## config.mk

```make
export PLATFORM = sky130hd
export DESIGN_NAME = ppm_p6_header_parser
export DESIGN_NICKNAME = d
export VERILOG_FILES = /design/src/ppmhp_pkg.sv /design/src/ppmhp_parse.sv /design/src/ppm_p6_header_parser.sv
export VERILOG_INCLUDE_DIRS = /design/src /design/src/src
export SDC_FILE = /design/constraint.sdc
export NUM_CORES = 1
export LEC_CHECK = 0
export ABC_AREA = 1
export BUFFER_PORTS_ARGS = -buffer_cell sky130_fd_sc_hd__buf_2
export CAP_MARGIN = 40
export CORE_MARGIN = 2
export CORE_UTILIZATION = 45
export CTS_BUF_LIST = sky130_fd_sc_hd__clkbuf_8 sky130_fd_sc_hd__clkbuf_16
export DETAILED_ROUTE_END_ITERATION = 8
export PLACE_DENSITY = 0.62
export SYNTH_ARGS = -nofsm -noshare
export SYNTH_HDL_FRONTEND = slang
export SYNTH_SLANG_ARGS = --single-unit
```

## constraint.sdc

```tcl
create_clock -name clk -period 6.9 [get_ports clk]
set_input_delay 0.345 -clock clk [delete_from_list [all_inputs] [get_ports clk]]
set_output_delay 0.345 -clock clk [all_outputs]
set_load 0.02 [all_outputs]
```

## src/ppm_p6_header_parser_macros.svh

```systemverilog
// ----------------------------------------------------------------------------
// ppm p6 header parser assertion macros
// concurrent checks on clk with synchronous active-low reset rst_n
// ----------------------------------------------------------------------------
`ifndef PPM_P6_HEADER_PARSER_MACROS_SVH
`define PPM_P6_HEADER_PARSER_MACROS_SVH

// same-cycle implication
`define PPMHP_ASSERT_IMP(lbl, ante, cons) \
  lbl: assert property (@(posedge clk) disable iff (!rst_n) (ante) |-> (cons)) \
    else $error("ppm parser check failed");

// next-cycle implication
`define PPMHP_ASSERT_NXT(lbl, ante, cons) \
  lbl: assert property (@(posedge clk) disable iff (!rst_n) (ante) |=> (cons)) \
    else $error("ppm parser check failed");

`endif

```

## src/ppmhp_pkg.sv

```systemverilog
// ----------------------------------------------------------------------------
// ppmhp_pkg
// word types, character codes, result kinds and error codes of the parser
// ----------------------------------------------------------------------------
package ppmhp_pkg;

  // input word: one file byte plus end-of-file mark
  typedef struct packed {
    logic [7:0] byte_in;
    logic       end_of_file;
  } in_word_t;

  // result word
  typedef struct packed {
    logic [1:0]  kind;
    logic [15:0] image_width;
    logic [15:0] image_height;
    logic [7:0]  pixel_byte;
    logic [2:0]  error_code;
    logic        final_res;
  } out_word_t;

  // parse core result
  typedef struct packed {
    logic      hit;
    out_word_t word;
  } res_t;

  // parse core status
  typedef struct packed {
    logic err_latched;
    logic data_phase;
  } status_t;

  // result kinds
  localparam logic [1:0] KIND_HEADER = 2'd0;
  localparam logic [1:0] KIND_DATA   = 2'd1;
  localparam logic [1:0] KIND_ERROR  = 2'd2;

  // error codes
  localparam logic [2:0] ERR_NONE   = 3'd0;
  localparam logic [2:0] ERR_SIG    = 3'd1;
  localparam logic [2:0] ERR_WIDTH  = 3'd2;
  localparam logic [2:0] ERR_HEIGHT = 3'd3;
  localparam logic [2:0] ERR_MAXVAL = 3'd4;
  localparam logic [2:0] ERR_NL     = 3'd5;
  localparam logic [2:0] ERR_DSIZE  = 3'd6;

  // character codes
  localparam logic [7:0] CH_P     = 8'h50;
  localparam logic [7:0] CH_SIX   = 8'h36;
  localparam logic [7:0] CH_HASH  = 8'h23;
  localparam logic [7:0] CH_LF    = 8'h0A;
  localparam logic [7:0] CH_TAB   = 8'h09;
  localparam logic [7:0] CH_VT    = 8'h0B;
  localparam logic [7:0] CH_FF    = 8'h0C;
  localparam logic [7:0] CH_CR    = 8'h0D;
  localparam logic [7:0] CH_SPACE = 8'h20;
  localparam logic [7:0] CH_PLUS  = 8'h2B;
  localparam logic [7:0] CH_MINUS = 8'h2D;
  localparam logic [7:0] CH_ZERO  = 8'h30;
  localparam logic [7:0] CH_NINE  = 8'h39;

  // only accepted max value
  localparam logic [7:0] MAX_VAL = 8'd255;

endpackage

```

## src/ppmhp_parse.sv

```systemverilog
// ----------------------------------------------------------------------------
// ppmhp_parse
// header parse state, data byte count and per-byte result decode
// ----------------------------------------------------------------------------
module ppmhp_parse #(
  parameter int MAX_DIM_BITS = 16
) (
  input  logic               clk,
  input  logic               rst_n,
  input  logic               fire,
  input  ppmhp_pkg::in_word_t in_word,
  output ppmhp_pkg::res_t     res,
  output ppmhp_pkg::status_t  status
);

  localparam int DW = MAX_DIM_BITS;
  localparam int AW = DW + 1;
  localparam int XW = DW + 5;
  localparam int PW = 2 * DW;
  localparam int RW = PW + 2;
  localparam logic [AW-1:0] SAT_A = {1'b1, {DW{1'b0}}};
  localparam logic [XW-1:0] SAT_X = {4'b0, SAT_A};
  localparam logic [AW-1:0] MAX_A = {{(AW-8){1'b0}}, ppmhp_pkg::MAX_VAL};

  typedef enum logic [8:0] {
    PH_SIG0  = 9'b000000001,
    PH_SIG1  = 9'b000000010,
    PH_WSKIP = 9'b000000100,
    PH_WNUM  = 9'b000001000,
    PH_HSKIP = 9'b000010000,
    PH_HNUM  = 9'b000100000,
    PH_MSKIP = 9'b001000000,
    PH_MNUM  = 9'b010000000,
    PH_DATA  = 9'b100000000
  } phase_t;

  phase_t         phase_r, phase_nxt, f_phase;
  logic           comment_r, comment_nxt, f_comment;
  logic [AW-1:0]  acc_r, acc_nxt, f_acc;
  logic           neg_r, neg_nxt, f_neg;
  logic           seen_r, seen_nxt, f_seen;
  logic [DW-1:0]  width_r, width_nxt, f_width;
  logic [DW-1:0]  height_r, height_nxt, f_height;
  logic [RW-1:0]  rem_r, rem_nxt, f_rem;
  logic           err_r, err_nxt;
  logic [PW-1:0]  prod_r;

  logic [7:0]     c;
  logic           eof;
  logic [3:0]     dig;
  logic           is_digit, is_space, is_start;
  logic [XW-1:0]  acc_x10;
  logic [AW-1:0]  acc_dig;
  logic           dim_ok_r, max_ok_r, dim_ok_f, max_ok_f;
  logic [RW-1:0]  rem_load;

  logic           f_hit;
  logic [1:0]     f_kind;
  logic [2:0]     f_code;
  logic           do_skip;
  logic [2:0]     skip_code;
  phase_t         skip_next;

  logic           r_hit;
  logic [1:0]     r_kind;
  logic [2:0]     r_code;
  logic [DW+15:0] w_ext, h_ext;

  assign c   = in_word.byte_in;
  assign eof = in_word.end_of_file;
  assign dig = c[3:0];

  // character classes
  assign is_digit = (c >= ppmhp_pkg::CH_ZERO) && (c <= ppmhp_pkg::CH_NINE);
  assign is_space = (c == ppmhp_pkg::CH_SPACE) || (c == ppmhp_pkg::CH_TAB) ||
                    (c == ppmhp_pkg::CH_LF) || (c == ppmhp_pkg::CH_VT) ||
                    (c == ppmhp_pkg::CH_FF) || (c == ppmhp_pkg::CH_CR);
  assign is_start = is_digit || (c == ppmhp_pkg::CH_PLUS) || (c == ppmhp_pkg::CH_MINUS);

  // decimal accumulate with saturation at 2^MAX_DIM_BITS
  assign acc_x10 = ({4'b0, acc_r} << 3) + ({4'b0, acc_r} << 1) + {{(XW-4){1'b0}}, dig};
  assign acc_dig = (acc_x10 > SAT_X) ? SAT_A : acc_x10[AW-1:0];

  // number checks, before and after this byte
  assign dim_ok_r = seen_r && !neg_r && (acc_r != '0) && !acc_r[DW];
  assign max_ok_r = seen_r && !neg_r && (acc_r == MAX_A);
  assign dim_ok_f = f_seen && !f_neg && (f_acc != '0) && !f_acc[DW];
  assign max_ok_f = f_seen && !f_neg && (f_acc == MAX_A);

  // data byte count: width * height * 3
  assign rem_load = {2'b0, prod_r} + {1'b0, prod_r, 1'b0};

  always_ff @(posedge clk) begin
    prod_r <= width_r * height_r;
  end

  // byte decode in the current phase
  always_comb begin
    f_phase   = phase_r;
    f_comment = comment_r;
    f_acc     = acc_r;
    f_neg     = neg_r;
    f_seen    = seen_r;
    f_width   = width_r;
    f_height  = height_r;
    f_rem     = rem_r;
    f_hit     = 1'b0;
    f_kind    = ppmhp_pkg::KIND_ERROR;
    f_code    = ppmhp_pkg::ERR_NONE;
    do_skip   = 1'b0;
    skip_code = ppmhp_pkg::ERR_NONE;
    skip_next = phase_r;
    unique case (phase_r)
      PH_SIG0: begin
        if (c != ppmhp_pkg::CH_P) begin
          f_hit  = 1'b1;
          f_code = ppmhp_pkg::ERR_SIG;
        end else begin
          f_phase = PH_SIG1;
        end
      end
      PH_SIG1: begin
        if (c != ppmhp_pkg::CH_SIX) begin
          f_hit  = 1'b1;
          f_code = ppmhp_pkg::ERR_SIG;
        end else begin
          f_phase = PH_WSKIP;
        end
      end
      PH_WSKIP: begin
        do_skip   = 1'b1;
        skip_code = ppmhp_pkg::ERR_WIDTH;
        skip_next = PH_WNUM;
      end
      PH_HSKIP: begin
        do_skip   = 1'b1;
        skip_code = ppmhp_pkg::ERR_HEIGHT;
        skip_next = PH_HNUM;
      end
      PH_MSKIP: begin
        do_skip   = 1'b1;
        skip_code = ppmhp_pkg::ERR_MAXVAL;
        skip_next = PH_MNUM;
      end
      PH_WNUM, PH_HNUM, PH_MNUM: begin
        if (is_digit) begin
          f_acc  = acc_dig;
          f_seen = 1'b1;
        end else if (phase_r == PH_MNUM) begin
          f_hit = 1'b1;
          if (!max_ok_r) begin
            f_code = ppmhp_pkg::ERR_MAXVAL;
          end else if (c != ppmhp_pkg::CH_LF) begin
            f_code = ppmhp_pkg::ERR_NL;
          end else begin
            f_kind  = ppmhp_pkg::KIND_HEADER;
            f_rem   = rem_load;
            f_phase = PH_DATA;
          end
        end else if (!dim_ok_r) begin
          f_hit  = 1'b1;
          f_code = (phase_r == PH_WNUM) ? ppmhp_pkg::ERR_WIDTH : ppmhp_pkg::ERR_HEIGHT;
        end else if (phase_r == PH_WNUM) begin
          // width done, terminator goes through the height skip
          f_width   = acc_r[DW-1:0];
          f_phase   = PH_HSKIP;
          do_skip   = 1'b1;
          skip_code = ppmhp_pkg::ERR_HEIGHT;
          skip_next = PH_HNUM;
        end else begin
          f_height  = acc_r[DW-1:0];
          f_phase   = PH_MSKIP;
          do_skip   = 1'b1;
          skip_code = ppmhp_pkg::ERR_MAXVAL;
          skip_next = PH_MNUM;
        end
      end
      PH_DATA: begin
        f_hit = 1'b1;
        if (rem_r == '0) begin
          f_code = ppmhp_pkg::ERR_DSIZE;
        end else begin
          f_kind = ppmhp_pkg::KIND_DATA;
          f_rem  = rem_r - RW'(1);
        end
      end
      default: begin
        f_phase = PH_SIG0;
      end
    endcase

    // whitespace and comment skip, number start
    if (do_skip) begin
      if (comment_r) begin
        if (c == ppmhp_pkg::CH_LF) begin
          f_comment = 1'b0;
        end
      end else if (c == ppmhp_pkg::CH_HASH) begin
        f_comment = 1'b1;
      end else if (is_space) begin
        f_comment = 1'b0;
      end else if (is_start) begin
        f_neg   = (c == ppmhp_pkg::CH_MINUS);
        f_seen  = is_digit;
        f_acc   = is_digit ? {{(AW-4){1'b0}}, dig} : '0;
        f_phase = skip_next;
      end else begin
        f_hit  = 1'b1;
        f_kind = ppmhp_pkg::KIND_ERROR;
        f_code = skip_code;
      end
    end
  end

  // end-of-file checks, error latch and next state
  always_comb begin
    r_hit       = 1'b0;
    r_kind      = f_kind;
    r_code      = f_code;
    phase_nxt   = f_phase;
    comment_nxt = f_comment;
    acc_nxt     = f_acc;
    neg_nxt     = f_neg;
    seen_nxt    = f_seen;
    width_nxt   = f_width;
    height_nxt  = f_height;
    rem_nxt     = f_rem;
    err_nxt     = err_r;
    if (err_r) begin
      phase_nxt   = phase_r;
      comment_nxt = comment_r;
      acc_nxt     = acc_r;
      neg_nxt     = neg_r;
      seen_nxt    = seen_r;
      width_nxt   = width_r;
      height_nxt  = height_r;
      rem_nxt     = rem_r;
    end else begin
      r_hit = f_hit;
      if (eof && !(f_hit && (f_kind == ppmhp_pkg::KIND_ERROR))) begin
        if (f_phase != PH_DATA) begin
          r_hit  = 1'b1;
          r_kind = ppmhp_pkg::KIND_ERROR;
          unique case (f_phase)
            PH_SIG0, PH_SIG1: r_code = ppmhp_pkg::ERR_SIG;
            PH_WSKIP:         r_code = ppmhp_pkg::ERR_WIDTH;
            PH_HSKIP:         r_code = ppmhp_pkg::ERR_HEIGHT;
            PH_MSKIP:         r_code = ppmhp_pkg::ERR_MAXVAL;
            PH_WNUM:  r_code = dim_ok_f ? ppmhp_pkg::ERR_HEIGHT : ppmhp_pkg::ERR_WIDTH;
            PH_HNUM:  r_code = dim_ok_f ? ppmhp_pkg::ERR_MAXVAL : ppmhp_pkg::ERR_HEIGHT;
            PH_MNUM:  r_code = max_ok_f ? ppmhp_pkg::ERR_NL : ppmhp_pkg::ERR_MAXVAL;
            default:  r_code = ppmhp_pkg::ERR_SIG;
          endcase
        end else if (f_rem != '0) begin
          r_hit  = 1'b1;
          r_kind = ppmhp_pkg::KIND_ERROR;
          r_code = ppmhp_pkg::ERR_DSIZE;
        end
      end
      if (!eof && r_hit && (r_kind == ppmhp_pkg::KIND_ERROR)) begin
        err_nxt = 1'b1;
      end
    end
    // end of file starts the next file from reset
    if (eof) begin
      phase_nxt   = PH_SIG0;
      comment_nxt = 1'b0;
      acc_nxt     = '0;
      neg_nxt     = 1'b0;
      seen_nxt    = 1'b0;
      width_nxt   = '0;
      height_nxt  = '0;
      rem_nxt     = '0;
      err_nxt     = 1'b0;
    end
  end

  // state registers
  always_ff @(posedge clk) begin
    if (!rst_n) begin
      phase_r   <= PH_SIG0;
      comment_r <= 1'b0;
      acc_r     <= '0;
      neg_r     <= 1'b0;
      seen_r    <= 1'b0;
      width_r   <= '0;
      height_r  <= '0;
      rem_r     <= '0;
      err_r     <= 1'b0;
    end else if (fire) begin
      phase_r   <= phase_nxt;
      comment_r <= comment_nxt;
      acc_r     <= acc_nxt;
      neg_r     <= neg_nxt;
      seen_r    <= seen_nxt;
      width_r   <= width_nxt;
      height_r  <= height_nxt;
      rem_r     <= rem_nxt;
      err_r     <= err_nxt;
    end
  end

  // result word
  assign w_ext = {16'b0, width_r};
  assign h_ext = {16'b0, height_r};

  always_comb begin
    res      = '0;
    res.hit  = r_hit;
    res.word.kind      = r_kind;
    res.word.final_res = eof;
    case (r_kind)
      ppmhp_pkg::KIND_HEADER: begin
        res.word.image_width  = w_ext[15:0];
        res.word.image_height = h_ext[15:0];
      end
      ppmhp_pkg::KIND_DATA: begin
        res.word.pixel_byte = c;
      end
      default: begin
        res.word.error_code = r_code;
      end
    endcase
  end

  assign status.err_latched = err_r;
  assign status.data_phase  = (phase_r == PH_DATA);

endmodule

```

## src/ppm_p6_header_parser.sv

```systemverilog
// ----------------------------------------------------------------------------
// ppm_p6_header_parser
// P6 image header parser with pixel byte pass-through
// ----------------------------------------------------------------------------
// Usage:
//   in channel: one file byte per word with an end-of-file mark, taken at an
//   edge where in_valid is high and in_stall is low.
//   out channel: at most one result word per input word: header dimensions,
//   a pixel byte or an error code; taken when out_valid is high and out_stall
//   is low. final_res marks the word caused by the end-of-file byte.
//   A word is held in the input register, then its result in the result register.
//   Throughput: one byte per cycle while out_stall is low; the parse step is
//   one pass of logic between the input register and the result register.
//   The byte count check loads width * height * 3 from a registered
//   multiplier that runs off the stored dimensions.
//   Reset clears both valid flags and the parse state; in_stall is low after
//   reset. While the receiver stalls, the result register holds and the input
//   register fills; in_stall rises only when both are full.
//   After an error no words come out, not even for the end-of-file byte;
//   each end-of-file byte returns the parser to its reset state.
// ----------------------------------------------------------------------------
`include "ppm_p6_header_parser_macros.svh"

module ppm_p6_header_parser #(
  parameter int MAX_DIM_BITS = 16
) (
  input  logic                 clk,
  input  logic                 rst_n,
  input  logic                 in_valid,
  output logic                 in_stall,
  input  ppmhp_pkg::in_word_t  in_data,
  output logic                 out_valid,
  input  logic                 out_stall,
  output ppmhp_pkg::out_word_t out_data
);

  logic                 in_valid_r, in_valid_nxt;
  ppmhp_pkg::in_word_t  in_data_r;
  logic                 out_valid_r, out_valid_nxt;
  ppmhp_pkg::out_word_t out_data_r;
  logic                 adv, fire;
  ppmhp_pkg::res_t      res;
  ppmhp_pkg::status_t   status;
  logic                 err_word, hdr_word;

  // pipeline advance
  assign adv      = !out_valid_r || !out_stall;
  assign fire     = in_valid_r && adv;
  assign in_stall = in_valid_r && !adv;

  // input register
  assign in_valid_nxt = in_stall ? in_valid_r : in_valid;

  always_ff @(posedge clk) begin
    if (!rst_n) begin
      in_valid_r <= 1'b0;
    end else begin
      in_valid_r <= in_valid_nxt;
    end
  end

  always_ff @(posedge clk) begin
    if (in_valid && !in_stall) begin
      in_data_r <= in_data;
    end
  end

  // parse core
  ppmhp_parse #(
    .MAX_DIM_BITS(MAX_DIM_BITS)
  ) u_parse (
    .clk    (clk),
    .rst_n  (rst_n),
    .fire   (fire),
    .in_word(in_data_r),
    .res    (res),
    .status (status)
  );

  // result register
  assign out_valid_nxt = adv ? (fire && res.hit) : out_valid_r;

  always_ff @(posedge clk) begin
    if (!rst_n) begin
      out_valid_r <= 1'b0;
    end else begin
      out_valid_r <= out_valid_nxt;
    end
  end

  always_ff @(posedge clk) begin
    if (fire && res.hit) begin
      out_data_r <= res.word;
    end
  end

  assign out_valid = out_valid_r;
  assign out_data  = out_data_r;

  // checks
  assign err_word = out_valid_r && (out_data_r.kind == ppmhp_pkg::KIND_ERROR) &&
                    !out_data_r.final_res;
  assign hdr_word = out_valid_r && (out_data_r.kind == ppmhp_pkg::KIND_HEADER);

  `PPMHP_ASSERT_IMP(a_no_stall_when_empty, !out_valid_r, !in_stall)
  `PPMHP_ASSERT_IMP(a_err_latched, err_word, status.err_latched)
  `PPMHP_ASSERT_IMP(a_header_data, hdr_word, status.data_phase)

endmodule
```

# Word level (Yosys, flattened, before mapping)

Index checks and enable logic that the tools add are counted.

Add/sub/neg operators: 4
$mul: 1
Div/mod/pow operators: 0
$lt $le $gt $ge: 3
Equal/unequal tests: 37
Shifts and indexed selects: 0
Muxes and demuxes: 143
Bitwise operators: 0
Reduce and logical (&&, ||, !) cells: 52

Operators with widths:

| operator                                              | number |
|---|---|
| 2-to-1 mux 34 bit                                     | 7 |
| 2-to-1 mux 16 bit                                     | 14 |
| 2-to-1 mux 17 bit                                     | 10 |
| 2-to-1 mux 9 bit                                      | 17 |
| one-hot mux 9 bit (4 select lines)                    | 2 |
| one-hot mux 34 bit (2 select lines)                   | 1 |
| 2-to-1 mux 3 bit                                      | 20 |
| 2-to-1 mux 1 bit                                      | 48 |
| == test 8 x 4 -> 1 bit (second input constant)        | 5 |
| adder 32 x 33 -> 34 bit                               | 1 |
| == test 17 x 8 -> 1 bit (second input constant)       | 2 |
| zero test 34 bit                                      | 1 |
| nonzero test 17 bit                                   | 2 |
| nonzero test 34 bit                                   | 1 |
| subtractor 34 x 1 -> 34 bit (second input constant)   | 1 |
| == test 8 x 6 -> 1 bit (second input constant)        | 4 |
| multiplier 16 x 16 -> 32 bit                          | 1 |
| 2-to-1 mux 2 bit                                      | 15 |
| one-hot mux 3 bit (4 select lines)                    | 2 |
| adder 20 x 18 -> 21 bit                               | 1 |
| adder 21 x 4 -> 21 bit                                | 1 |
| > comparator 21 x 17 -> 1 bit (second input constant) | 1 |
| == test 9 x 3 -> 1 bit (second input constant)        | 2 |
| == test 9 x 4 -> 1 bit (second input constant)        | 2 |
| other kinds (34)                                      | 79 |

Register bits after elaboration: 185
Bits in latches: 0
Bits in writable memories: 0
Memory bits (read-only): 0
Input bits: 13
Output and inout bits: 48
Word-level logic and storage cells: 260
Memories: 0

# Longest topological paths before layout

Depth in word-level cells: 23
Gate-level depth with buffers: 30
Gate-level depth less buffers: 29

# Modules after synthesis

From an unflattened synthesis, not the netlist that was laid out.

Cell total of the unflattened synthesis: 3071
Area, all modules: 21286.7 µm²

Modules (own cells, without submodules):

| module               | instances | cells each | area an instance (µm²) |
|---|---|---|---|
| ppmhp_parse          | 1         | 2999       | 19531.2 |
| ppm_p6_header_parser | 1         | 72         | 1755.4 |

# Least setup slack after synthesis

No wires, ideal clock.

Kind: flip-flop to flip-flop
Start: register u_parse.height_r[1]
End: register u_parse.prod_r[28]
Library setup time: 127 ps
Data arrival time: 6131 ps
Setup slack: 642 ps
Cell stages (with the launch flop): 26
Clock period less this slack: 6258 ps
Cell sequence: dfxtp_1 -> clkbuf_1 -> clkbuf_1 -> nand2_1 -> fa_1 -> inv_1 -> fa_1 -> inv_1 -> fa_1 -> fa_1 -> inv_1 -> fa_1 -> inv_1 -> fa_1 -> inv_1 -> ha_1 -> a21oi_1 -> a21boi_0 -> o21ai_0 -> a21oi_1 -> inv_1 -> a21oi_1 -> o21ai_0 -> a21boi_0 -> o21ai_0 -> xor2_1

Cells in the longest elaborated chain, start to end: 1

RTL lines:

| item                         | line               | RTL |
|---|---|---|
| start, declared              | ppmhp_parse.sv:43  | `logic [DW-1:0] height_r, height_nxt, f_height;` |
| start signal, assigned       | ppmhp_parse.sv:297 | `height_r <= height_nxt;` |
| multiplier 16 x 16 -> 32 bit | ppmhp_parse.sv:94  | `prod_r <= width_r * height_r;` |
| end signal, assigned         | ppmhp_parse.sv:94  |  |
| end, declared                | ppmhp_parse.sv:46  | `logic [PW-1:0] prod_r;` |

No other way between the ends.
A chain may end at the register's enable or synchronous reset.

# Worst setup path after layout

Start: register u_parse.height_r[4]
End: register u_parse.prod_r[29]

The elaborated chain is that of the path after synthesis.

==> flow_summary.ini <==
[run_status]
status = complete, no violations

[layout]
fin_nets = 3414
drive_gt1_share_pct = 7.155
areaGrowthSynthToFinish_pct = 7.927
fillers = 4705
stdcell_count = 3654
antennaDiodeCount = 0

[synthesis]
synth_seq_cells = 185
yosys.area.top_type = fa_1
yosys-top-cells-area = fa_1 19%, nand2_1 14%, dfxtp_1 12%
yosys.area.top_type_share_pct = 18.69
synthMuxAreaShare_pct = 0
synthesis.area_um2 = 21100
synth-simple-area-share_pct = 27.13
avgSynthCellArea_um2 = 6.994
synthXorXnorAreaFrac_pct = 1.494
synth_top_family_by_area = adder cells
synth_nets = 3397
synth_cell_types = 51
synthCells = 3017
synth-seq-area-share_pct = 20.16
synth_compound_area_share_pct = 10.10
synth_fa_ha_area_share_pct = 28.77
yosys_warnings = 0

[global_route]
gr-total-overflow = 0
grt_pass1_vias = 18779
antenna_found_initial = 0
grt_usage_pct = 26.35
grt_pass1_wl_um = 99830
grt_max_degree = 70

[drt]
drc = 0
final_antenna_net_count = 0
drt_wl_total_um = 61300
wl_per_cell_um = 16.78
dr.pass1.iters = 6
routed-via-count = 19187
vias_per_cell = 5.251
drt_iter0_drc = 1464

[sta]
hold_viol = 0
finalCritPeriodShare_pct = 93.35
layout_min_cycle_time_ns = 6.441
setup_violations = 0
final-max-slew-violation-count = 0
tightest_slew_ns = 0.9215
slew_headroom_pct = 38.57
rsz0062_at_grt = no
hold_slack_ns = 0.1296
fin_skew_ns = 0.02023
setup_ws_ns = 0.4589
max_freq_mhz = 155.3
setup_tns_ns = 0

[power_and_ir_drop]
ir_drop_mv = 0.2268
total_leakage_power_nw = 11.66
power.share.combinational_pct = 9.9
power.internal_mw = 1.741
powerDensity_nw_per_um2 = 108.2
switchingPower_mw = 0.7238
p_seq_share_pct = 47.5
power_frac_clock_pct = 42.6
switching_share_pct = 29.36

[worst_setup_path]
reg2reg_depth = 22
path_cells = buf_4 -> nand2_1 -> fa_1 -> inv_1 -> fa_1 -> fa_1 -> fa_1 -> inv_1 -> fa_1 -> inv_1 -> fa_1 -> ha_1 -> a21oi_1 -> a21boi_0 -> o21ai_1 -> a21oi_1 -> inv_1 -> a21oi_1 -> o21ai_1 -> a21boi_0 -> o21ai_1 -> xor2_1
cpMostUsedCell = fa_1
cp.arrival_ns = 6.81
crit_fanout = 10
crit_type = reg2reg
critPathCaptureType = flop
cp_num_cells = 22
crit_required_ns = 7.27
cpPeakStageDelay_ns = 0.58
path_buf_inv = 5
crit_family = adder cells
crit_slowest_cell = dfxtp_1
start_kind = flop
r2r_slack_ns = 0.46

[placement]
place_hpwl_um = 49460
portBuffers = 60
gp_congestion = 0.9492
pre_cts_ws_ns = 0.4951
dp.cells = 3613

[clocking]
cts.sinks = 185
clock-root-buffer = clkbuf_16
cts_buffer_depth = 2
insertion_delay_ns = 0.50
ctsResizeCount = 0
cts_tree = yes
cts_buffers = 17
htreeDepth = 4
clk_pin_slew_ns = 0.08

[floorplanning]
pin_count = 61
die_width_um = 220.5
fp.dieH_um = 220.5
start_util_pct = 45.42
core-area_um2 = 46460
rows = 79
die_area_um2 = 48640

[worst_hold_path]
hold_path_depth = 3
min_path_type = in2reg

[run]
cap_violations = 0
## cell usage in the layout, fill, tap and decap left out, types with 7 or more instances in the layout
cell type,synthesis,final
inv_1,559,558
edfxtp_1,55,55
fa_1,197,197
nor2_2,38,38
dfxtp_1,130,130
nand2_1,799,799
inv_2,10,12
nor2_1,239,237
a21oi_1,214,214
ha_1,170,170
xor2_1,23,23
xnor2_1,13,13
nand3b_1,7,7
o21ai_1,7,7
or2_2,9,9
buf_2,7,60
a211oi_1,7,7
o211ai_1,7,7
o21ai_0,120,120
nand3_1,152,152
dlygate4sd3_1,0,9
clkbuf_16,0,17
nor3_1,26,26
buf_4,1,41
a2bb2oi_1,8,8
a21boi_0,7,7
nand4_1,48,48
## sequential cells by signal (all words and copies together), names as in the netlist
name,count
out_data,46
u_parse.rem_r,34
u_parse.prod_r,32
u_parse.acc_r,17
u_parse.height_r,16
u_parse.width_r,16
in_data_r,9
u_parse.phase_r,9
in_valid_r,1
out_valid,1
u_parse.comment_r,1
u_parse.err_r,1
u_parse.neg_r,1
u_parse.seen_r,1
## what timing repair did
| item | CTS | global route |
|---|---|---|
| hold endpoints to repair | 9 | 0 |
| setup buffers | 0 | 0 |
| hold buffers | 9 | 0 |
## power by group through the flow
stage / logic (mW) / registers (mW) / clock network [mW]
2_1_floorplan: 0.156 / 1.19 / 0
3_3_place_gp: 0.231 / 1.20 / 0
3_5_place_dp: 0.237 / 1.20 / 0
4_1_cts: 0.243 / 1.17 / 1.08
5_1_grt: 0.269 / 1.17 / 1.11
6_report: 0.244 / 1.17 / 1.05
## worst paths after layout
kind / endpoint / start
worst max-delay path: u_parse.prod_r[29] / u_parse.height_r[4]
worst min-delay path: in_valid_r / in_valid
worst max register to register: u_parse.prod_r[29] / u_parse.height_r[4]
worst min register to register: u_parse.phase_r[6] / u_parse.phase_r[6]
## layout make-up
| cell class | instances | area [µm²] | share of cell area [%] |
|---|---|---|---|
| multi-input combinational | 2147 | 14260 | 62.60 |
| sequential | 185 | 4254 | 18.68 |
| inverter | 571 | 2143 | 9.411 |
| tap | 607 | 759.5 | 3.335 |
| timing repair buffer | 112 | 745.7 | 3.274 |
| clock buffer | 17 | 425.4 | 1.868 |
| clock inverter | 15 | 190.2 | 0.8351 |
## routing by layer
layer	routed length (µm)	global-route usage (%)	up-vias	part of all wire, %
li1	-	-	9465	-
met1	28250	36.32	9060	46
met2	27980	42.84	595	46
met3	3712	4.399	67	6.1
met4	1364	7.133	0	2.2
met5	0	0	-	0
## tightest hold or removal path, stage by stage
cell	delay, ns
buf_2	0.10
nand2_1	0.07
a21oi_1	0.06
## cells in the mapped netlist, drive strengths merged
cell type,instances
nand2,806
o2111ai,2
a41oi,2
a211o,1
a21o,4
a21boi,7
nand3b,7
xor2,23
or2,10
and3,1
fa,197
inv,569
o211ai,7
a31oi,6
buf,11
xnor2,13
edfxtp,55
nor2,278
a31o,1
a211oi,7
o21bai,2
o22ai,1
a22oi,1
a2bb2oi,8
a221oi,2
clkbuf,103
nor3,30
ha,170
o21ai,127
o21a,4
nand4,49
a21oi,214
and2,2
dfxtp,130
nor4,5
clkinv,2
nand3,160
## cell families (layout without fill, tap and decap cells)
family,Yosys count,in the layout
AO/OA/AOI/OAI,396,396
XOR/XNOR,36,36
adder cells (fa/ha/maj),367,367
buffers and inverters,685,715
flip-flops,185,185
AND/OR/NAND/NOR,1348,1348
## per-stage QoR
stage	total power, mW	util, %	instance area [µm²]
detailed placement	1.434	47.50	22070
floorplan	1.345	-	21100
CTS	2.496	49.02	22770
global placement	1.427	47.40	22020
finish	2.465	49.02	22770
global route	2.556	49.02	22770
Power figures use the tool's default switching activity.
